`src/sv/lsbc_pkg.sv`:
```
`default_nettype none
// ----------------------------------------------------------------------------
// lsbc_pkg
// Shared widths, constants and inter-cell types of the LFU sector buffer cache.
// ----------------------------------------------------------------------------
package lsbc_pkg;

	localparam int SECTOR_W        = 32;
	localparam int COUNT_W         = 8;
	localparam int USE_W           = 16;
	localparam int SLOT_W          = 4;
	localparam int IDX_W           = 6;
	localparam int NUM_ENTRIES_DEF = 16;
	localparam int NUM_ENTRIES_MAX = 64;

	localparam logic [USE_W-1:0] USE_MAX = {USE_W{1'b1}};
	localparam logic [USE_W-1:0] USE_ONE = USE_W'(1);

	// search token handed from cell to cell
	typedef struct packed {
		logic               valid;
		logic               found;
		logic               full;
		logic [IDX_W-1:0]   idx;
		logic [USE_W:0]     best_use;
	} carry_t;

	// directory update broadcast to all cells
	typedef struct packed {
		logic               valid;
		logic               hit;
		logic               full;
		logic [IDX_W-1:0]   idx;
	} update_t;

endpackage

`default_nettype wire

```
`src/sv/lsbc_cell.sv`:
```
`default_nettype none
// ----------------------------------------------------------------------------
// lsbc_cell
// One directory entry: tag, use counter and span, plus one stage of the
// tag/least-use search token.
// ----------------------------------------------------------------------------
module lsbc_cell #(
	parameter int IDX = 0
) (
	input  wire                              clk,
	input  wire                              arst_n,
	input  wire  [lsbc_pkg::SECTOR_W-1:0]    sector,
	input  wire  [lsbc_pkg::COUNT_W-1:0]     count,
	input  lsbc_pkg::carry_t                 carry_i,
	output lsbc_pkg::carry_t                 carry_o,
	input  lsbc_pkg::update_t                upd
);

	logic [lsbc_pkg::SECTOR_W-1:0] tag_q;
	logic [lsbc_pkg::USE_W-1:0]    use_q;
	logic [lsbc_pkg::COUNT_W-1:0]  span_q;
	lsbc_pkg::carry_t              carry_q;
	lsbc_pkg::carry_t              carry_d;
	logic                          mine;

	localparam logic [lsbc_pkg::IDX_W-1:0] MY_IDX = lsbc_pkg::IDX_W'(IDX);

	always_comb begin
		carry_d = carry_i;
		if (!carry_i.found) begin
			if (tag_q == sector) begin
				carry_d.found = 1'b1;
				carry_d.idx   = MY_IDX;
				carry_d.full  = (span_q >= count);
			end else if ({1'b0, use_q} < carry_i.best_use) begin
				carry_d.idx      = MY_IDX;
				carry_d.best_use = {1'b0, use_q};
			end
		end
	end

	assign mine    = upd.valid && (upd.idx == MY_IDX);
	assign carry_o = carry_q;

	always_ff @(posedge clk or negedge arst_n) begin
		if (!arst_n) begin
			carry_q <= '0;
		end else begin
			carry_q <= carry_d;
		end
	end

	always_ff @(posedge clk or negedge arst_n) begin
		if (!arst_n) begin
			tag_q  <= '0;
			use_q  <= '0;
			span_q <= '0;
		end else if (mine) begin
			if (upd.hit) begin
				if (use_q != lsbc_pkg::USE_MAX) begin
					use_q <= use_q + lsbc_pkg::USE_ONE;
				end
				if (!upd.full) begin
					span_q <= count;
				end
			end else begin
				tag_q  <= sector;
				use_q  <= lsbc_pkg::USE_ONE;
				span_q <= count;
			end
		end
	end

endmodule

`default_nettype wire

```
`src/sv/lfu_sector_buffer_cache.sv`:
```
`default_nettype none
// ----------------------------------------------------------------------------
// lfu_sector_buffer_cache
// LFU buffer-cache directory built as a row of entry cells that a search
// token walks through, one cell per cycle, followed by an update of one entry.
// ----------------------------------------------------------------------------
// The accepted item is registered into inj_q, then the token walks the cell
//   chain one entry per cycle and done is registered from the update. busy
//   is high from accept to strobe, and no new item is accepted meanwhile.
// Reset: arst_n clears all tags, use counters and spans to zero and idles.
// The receiver cannot stall: done is high for a single cycle; slot_index and must_load hold until the next update.
module lfu_sector_buffer_cache #(
	parameter int NUM_ENTRIES = lsbc_pkg::NUM_ENTRIES_DEF
) (
	input  wire                              clk,
	input  wire                              arst_n,
	input  wire                              start,
	output logic                             busy,
	input  wire  [lsbc_pkg::SECTOR_W-1:0]    sector_number,
	input  wire  [lsbc_pkg::COUNT_W-1:0]     sector_count,
	output logic                             done,
	output logic [lsbc_pkg::SLOT_W-1:0]      slot_index,
	output logic                             must_load
);

	logic [lsbc_pkg::SECTOR_W-1:0] sector_q;
	logic [lsbc_pkg::COUNT_W-1:0]  count_q;
	logic                          busy_q;
	logic                          inj_q;
	logic                          done_q;
	logic [lsbc_pkg::SLOT_W-1:0]   slot_q;
	logic                          load_q;
	logic                          accept;
	lsbc_pkg::carry_t              chain [NUM_ENTRIES+1];
	lsbc_pkg::update_t             upd;
	logic [NUM_ENTRIES:0]          tok_valid;

	assign accept = start && !busy_q;

	always_comb begin
		chain[0]          = '0;
		chain[0].valid    = inj_q;
		chain[0].best_use = '1;
	end

	for (genvar k = 0; k < NUM_ENTRIES; k++) begin : g_cell
		lsbc_cell #(
			.IDX(k)
		) u_cell (
			.clk    (clk),
			.arst_n (arst_n),
			.sector (sector_q),
			.count  (count_q),
			.carry_i(chain[k]),
			.carry_o(chain[k+1]),
			.upd    (upd)
		);
	end

	for (genvar k = 0; k <= NUM_ENTRIES; k++) begin : g_tok
		assign tok_valid[k] = chain[k].valid;
	end

	always_comb begin
		upd.valid = chain[NUM_ENTRIES].valid;
		upd.hit   = chain[NUM_ENTRIES].found;
		upd.full  = chain[NUM_ENTRIES].full;
		upd.idx   = chain[NUM_ENTRIES].idx;
	end

	always_ff @(posedge clk) begin
		if (accept) begin
			sector_q <= sector_number;
			count_q  <= sector_count;
		end
		if (upd.valid) begin
			slot_q <= lsbc_pkg::SLOT_W'(upd.idx);
			load_q <= !(upd.hit && upd.full);
		end
	end

	always_ff @(posedge clk or negedge arst_n) begin
		if (!arst_n) begin
			busy_q <= 1'b0;
			inj_q  <= 1'b0;
			done_q <= 1'b0;
		end else begin
			inj_q  <= accept;
			done_q <= upd.valid;
			if (accept) begin
				busy_q <= 1'b1;
			end else if (upd.valid) begin
				busy_q <= 1'b0;
			end
		end
	end

	assign busy       = busy_q;
	assign done       = done_q;
	assign slot_index = slot_q;
	assign must_load  = load_q;

`ifndef SYNTHESIS
	a_one_token: assert property (@(posedge clk) disable iff (!arst_n)
		$onehot0(tok_valid))
		else $error("more than one search token in the cell chain");

	a_token_only_busy: assert property (@(posedge clk) disable iff (!arst_n)
		(tok_valid != '0) |-> busy_q)
		else $error("search token moving while idle");

	a_done_ends_busy: assert property (@(posedge clk) disable iff (!arst_n)
		done_q |-> (!busy_q && $past(busy_q)))
		else $error("done strobe without a finished item");

	a_accept_starts: assert property (@(posedge clk) disable iff (!arst_n)
		accept |=> (busy_q && chain[0].valid))
		else $error("accepted item did not enter the chain");
`endif

endmodule

`default_nettype wire
```
`config.mk`:
```
export PLATFORM = sky130hd
export DESIGN_NAME = lfu_sector_buffer_cache
export DESIGN_NICKNAME = d
export VERILOG_FILES = /design/src/sv/lsbc_pkg.sv /design/src/sv/lsbc_cell.sv /design/src/sv/lfu_sector_buffer_cache.sv
export SDC_FILE = /design/constraint.sdc
export NUM_CORES = 2
export LEC_CHECK = 0
export BUFFER_PORTS_ARGS = -buffer_cell sky130_fd_sc_hd__buf_2
export CELL_PAD_IN_SITES_DETAIL_PLACEMENT = 1
export CELL_PAD_IN_SITES_GLOBAL_PLACEMENT = 1
export CORE_MARGIN = 2
export CORE_UTILIZATION = 35
export CTS_BUF_LIST = sky130_fd_sc_hd__clkbuf_16
export DETAILED_ROUTE_END_ITERATION = 16
export PLACE_DENSITY_LB_ADDON = 0.1
export SLEW_MARGIN = 5
export SYNTH_ARGS = -nofsm -noshare
export SYNTH_HDL_FRONTEND = slang
export SYNTH_SLANG_ARGS = --single-unit
export TNS_END_PERCENT = 50
```
`constraint.sdc`:
```
create_clock -name clk -period 4.84 [get_ports clk]
set_input_delay 0.484 -clock clk [delete_from_list [all_inputs] [get_ports clk]]
set_output_delay 0.484 -clock clk [all_outputs]
set_load 0.02 [all_outputs]
```
Word-level counts from Yosys, hierarchy flattened:

Cells that the tools add are included.

* flip-flop bits (word level): 1337
* latch bits: 0
* memory bits (writable): 0
* ROM bits: 0
* input bits: 43
* output and inout port bits: 7
* logic and storage cells: 430
* memories kept: 0

* add/subtract/negate cells: 16
* multiply operators: 0
* div/mod/pow operators: 0
* order comparisons: 32
* equality and inequality tests: 64
* shift-type cells: 0
* mux-type cells: 114
* bitwise gates (word level): 1
* reduce and logical (&&, ||, !) cells: 70

Operator list (number)
* 32-bit == test: 16
* 16-bit two-way mux: 32
* 25-bit two-way mux: 15
* 23-bit two-way mux: 14
* 17-bit two-way mux: 17
* 16-bit by 1-bit adder with 16-bit output, second input constant: 16
* 16-bit != test, second input constant: 16
* 16-bit by 17-bit less-than comparator with 1-bit output: 15
* 8-bit >= comparator: 16
* 2-bit AND reduction: 48
* 6-bit two-way mux: 14
* 6-bit by 4-bit == test with 1-bit output, second input constant: 8
* 2-bit != test, second input constant: 17
* 2-bit two-way mux: 16
* 6-bit by 3-bit == test with 1-bit output, second input constant: 4
* 1-bit logical AND: 18
* 18-bit two-way mux: 1
* 16-bit by 17-bit less-than comparator with 1-bit output, second input constant: 1
* 8-bit two-way mux: 2
* 6-bit by 2-bit == test with 1-bit output, second input constant: 2
* 6-bit by 1-bit == test with 1-bit output, second input constant: 1
* 6-bit logical NOT: 1
* 1-bit two-way mux: 3
* 1-bit logical NOT: 2
* 2 further kinds: 2

Depth between registers and ports, before layout:

* depth in word-level cells: 4
* mapped depth: 10
* mapped depth without buffers: 8

By module:

From an unflattened synthesis, not the netlist that was laid out.

* cells, all modules: 6067
* area, all modules: 70463.8 um^2

By module, submodules not included
* lsbc_cell at g_cell[10].u_cell ...: instances 3, cells each 368, area each 4251.6 um^2, sequential area each 2052.0 um^2
* lsbc_cell at g_cell[1].u_cell ...: instances 2, cells each 368, area each 4279.1 um^2, sequential area each 2052.0 um^2
* lsbc_cell at g_cell[13].u_cell ...: instances 2, cells each 356, area each 4215.3 um^2, sequential area each 2052.0 um^2
* lsbc_cell at g_cell[9].u_cell: instances 1, cells each 451, area each 4946.0 um^2, sequential area each 2052.0 um^2
* lsbc_cell at g_cell[8].u_cell: instances 1, cells each 450, area each 4635.7 um^2, sequential area each 2052.0 um^2
* lsbc_cell at g_cell[3].u_cell: instances 1, cells each 367, area each 4259.1 um^2, sequential area each 2052.0 um^2
* lsbc_cell at g_cell[4].u_cell: instances 1, cells each 368, area each 4255.3 um^2, sequential area each 2052.0 um^2
* lsbc_cell at g_cell[11].u_cell: instances 1, cells each 367, area each 4252.8 um^2, sequential area each 2052.0 um^2
* lsbc_cell at g_cell[12].u_cell: instances 1, cells each 368, area each 4249.1 um^2, sequential area each 2052.0 um^2
* lsbc_cell at g_cell[15].u_cell: instances 1, cells each 367, area each 4249.1 um^2, sequential area each 2052.0 um^2
* lsbc_cell at g_cell[7].u_cell: instances 1, cells each 370, area each 4215.3 um^2, sequential area each 2052.0 um^2
* lsbc_cell at g_cell[0].u_cell: instances 1, cells each 353, area each 4195.3 um^2, sequential area each 2052.0 um^2
* lfu_sector_buffer_cache: instances 1, cells each 54, area each 1462.7 um^2, sequential area each 1426.4 um^2

Least setup slack after synthesis:

OpenSTA, ideal clock, no wires.

* path type: register to register
* start: register busy_q, in the netlist busy
* end: register count_q[0] (netlist name), enable pin
* library setup time: 0.443 ns
* arrival time: 2.311 ns
* data required time: 4.397 ns
* slack: 2.086 ns
* cell stages (with the launch flop): 2
* path buffers: 0
* period minus slack after synthesis: 2.754 ns
* cells stage by stage: dfrtp_1 > nor2b_1

* longest elaborated chain between the ends: 2

RTL lines
* from (decl): RTL line lfu_sector_buffer_cache.sv:28 `logic busy_q;`
* from (signal assigned): RTL line lfu_sector_buffer_cache.sv:84 `busy_q <= 1'b0;`
* from (signal assigned): RTL line lfu_sector_buffer_cache.sv:91 `busy_q <= 1'b1;`
* from (signal assigned): RTL line lfu_sector_buffer_cache.sv:93 `busy_q <= 1'b0;`
* 1-bit logical NOT: RTL line lfu_sector_buffer_cache.sv:38 `assign accept = start && !busy_q;`
* 1-bit logical AND: RTL line lfu_sector_buffer_cache.sv:38
* net accept: RTL line lfu_sector_buffer_cache.sv:33 `logic accept;`
* to (signal assigned): RTL line lfu_sector_buffer_cache.sv:74 `count_q <= sector_count;`
* to (decl): RTL line lfu_sector_buffer_cache.sv:27 `logic [lsbc_pkg::COUNT_W-1:0] count_q;`

The timed path passes the listed nets, and every way through them passes these cells.
A chain may end at the register's enable or synchronous reset.

==> metrics <==
status finished, final reports clean; Total Wirelength around 180,000 um; Port Buf Inserts 49; insertion delay of the later-clocked pin in the worst-skew pair between 0.8 and 0.9 ns; slew margin rel. 0.224; Fin. Hold Viols 0; WP data arrival around 4.4 ns; Final setup viols 0; synth warn 0; chip height 435 um; first-pass GRT wire length approximately 280,000 um; Synth cell types 75; leading cell type in the layout, fill and taps excluded dfrtp_1; PnR worst setup slack 1.12 ns; layout cell share with drive strength beyond 1 0.216; Leak Pwr 34.6 nW; vias in the first global route 44,600; Post-Syn Nets 5,933; RD Place Congestion roughly 0.77; CP Class reg2reg; final net count about 6,100; initial core utilization 0.351; CP Launch Type flop; dominant synthesized flop cell dfrtp_1; Slew Viols, Final 0; CP endpoint kind flop; Clock Path Buffers 3; hold_ws 0.329 ns; Hold Crit Class in2async; Yosys top cell by area dfrtp_1; Power Density around 350 nW/um2; Pre-antenna DRT Iters 5; sequential element share of the synthesized area 0.503; largest net degree at the start of global routing ~120; drc violations 0; Max Cap Viol 0; H-tree depth 4; multi-input logic area about 30,000 um2; most frequent cells in the layout dfrtp_1, mux2_2, xnor2_1, ha_1, inv_1; Syn Std Cell Area 64,900 um2; Iteration-0 DRC Markers 1,971; setup TNS 0 ns; site row count about 160; root buffer cell clkbuf_16; Max Clock Skew approximately 0.032 ns; dpl ws between 1 and 1.5 ns; Synth Register Bits 1,295; Post-CTS Setup Repair Bufs 0; EDFF count, synth 45; initial antenna violation count 12; total die area between 150,000 and 200,000 um2; Slew @ Worst Pin ~1.2 ns; Worst-path clk slew around 0.05 ns; drt via density approximately 5; Syn Area/Cell 11.8 um2; fillers ~20,000; Post-DRT Antenna Nets 0; total track usage 0.197; detailed-route wire length per cell 21.9 um; Period Utilization, post-route 0.768; io pins 50; Area Overhead vs Synth 13.7%; Max VDD drop roughly 400 uV; Synth Instances about 5,500; total gr overflow 0; Vias 41,400; Peak Freq between 0.2 and 0.3 GHz; asr flop ratio synth 0.965; die span in x roughly 430 um; core box area roughly 180,000 um2; synth top area cells dfrtp_1, mux2_2, ha_1; TritonCTS clock tree yes; Crit path required time approximately 5.5 ns; Num CTS Buffers approximately 160; post-synth top area share 0.482; RSZ-0062 raised after global routing no; final worst path period need between 3 and 4 ns; Post-DP HPWL around 130,000 um; Reg area approximately 33,000 um2; CTS Sinks 1,295; Max FO, Critical Path 17
path summary, 6_finish.rpt:
check                                                  start                             to  slack [ns]  depth (start not counted)
worst max-delay path                            sector_q[23]   g_cell[14].u_cell.carry_o[4]        1.12                          6
min in group clk                g_cell[9].u_cell.carry_o[25]  g_cell[10].u_cell.carry_o[25]        0.35                          0
worst min register to register  g_cell[9].u_cell.carry_o[25]  g_cell[10].u_cell.carry_o[25]        0.35                          0
worst max register to register                  sector_q[23]   g_cell[14].u_cell.carry_o[4]        1.12                          6
max in group asynchronous                             arst_n    g_cell[13].u_cell.tag_q[24]        3.09                          3
worst min-delay path                                  arst_n     g_cell[15].u_cell.use_q[1]        0.33                          2
synthesized netlist by cell type, types with 19 or more instances:
master,count
a21o_1,76
a21oi_1,142
and2_1,34
and3_1,56
and4_1,40
buf_2,133
buf_4,37
clkbuf_1,65
dfrtp_1,1250
edfxtp_1,45
ha_1,369
inv_1,307
mux2_2,794
mux2i_1,25
nand2_1,247
nand2b_1,51
nand3_1,132
nand4_1,170
nor2_1,310
nor3_1,48
nor4_1,72
o211ai_1,19
o21a_1,29
o21ai_0,133
or3_1,35
xnor2_1,487
xor2_1,226
final cells by class:
cell class              count  area share
inverters                 307      0.0156
repair buffers            226      0.0258
well taps                2480      0.0421
clock buffers             159      0.0539
flip-flops and latches   1295       0.442
clock inverters           133      0.0143
multi-input cells        3672       0.406
diodes                      1   0.0000339
timing repair:
action / CTS / global route
hold buffers: 42 / 0
hold endpoints to repair: 130 / 0
endpoints found under the setup margin: 0 / 0
resized for setup: 0 / 0
sequential cells by signal, indices dropped and copies added (netlist names):
| signal | cells |
|---|---|
| g_cell.u_cell.use_q | 256 |
| inj_q | 1 |
| count_q | 8 |
| sector_q | 32 |
| busy | 1 |
| slot_index | 4 |
| g_cell.u_cell.span_q | 128 |
| must_load | 1 |
| g_cell.u_cell.tag_q | 512 |
| g_cell.u_cell.carry_o | 351 |
| done | 1 |
report_power, final:
group          total [W]  switching [W]  internal (W)
clock             0.0116        0.00489       0.00672
sequential        0.0121       0.000471        0.0116
combinational    0.00235        0.00121       0.00114
worst max-delay path: stages, from the launching register on:
cell	delay, ns
edfxtp_1	1.12
xnor2_1	0.21
nand4_1	0.15
nor4_1	0.81
nand4_1	0.24
nand2_1	0.63
mux2_2	0.41
per-layer routing:
metal | up-vias | wire length, um | global-route usage
met5 | - | 23 | 0
met4 | 4 | 4250 | 0.0535
met3 | 210 | 4690 | 0.0271
met2 | 385 | 86400 | 0.325
met1 | 21300 | 85600 | 0.271
li1 | 19400 | - | -
cells by family after synthesis:
group / after synthesis / share of synthesized area
multiplexers: 824 / 0.143
XOR/XNOR: 713 / 0.0962
AO/OA/AOI/OAI: 494 / 0.0484
flip-flops: 1295 / 0.503
buffers and inverters: 554 / 0.0379
AND/OR/NAND/NOR: 1272 / 0.101
adder cells (fa/ha/maj): 369 / 0.0711
metrics by stage:
stage / area, um2 / std cells / power, W / util
2_1_floorplan: 64900 / 5521 / 0.0137 / -
3_3_place_gp: 68300 / 7938 / 0.0146 / 0.370
3_5_place_dp: 68300 / 7938 / 0.0146 / 0.370
4_1_cts: 73800 / 8272 / 0.0265 / 0.399
5_1_grt: 73800 / 8272 / 0.0272 / 0.399
6_report: 73800 / 8273 / 0.0260 / 0.399
Note: power is estimated with default switching activity, not from simulation.
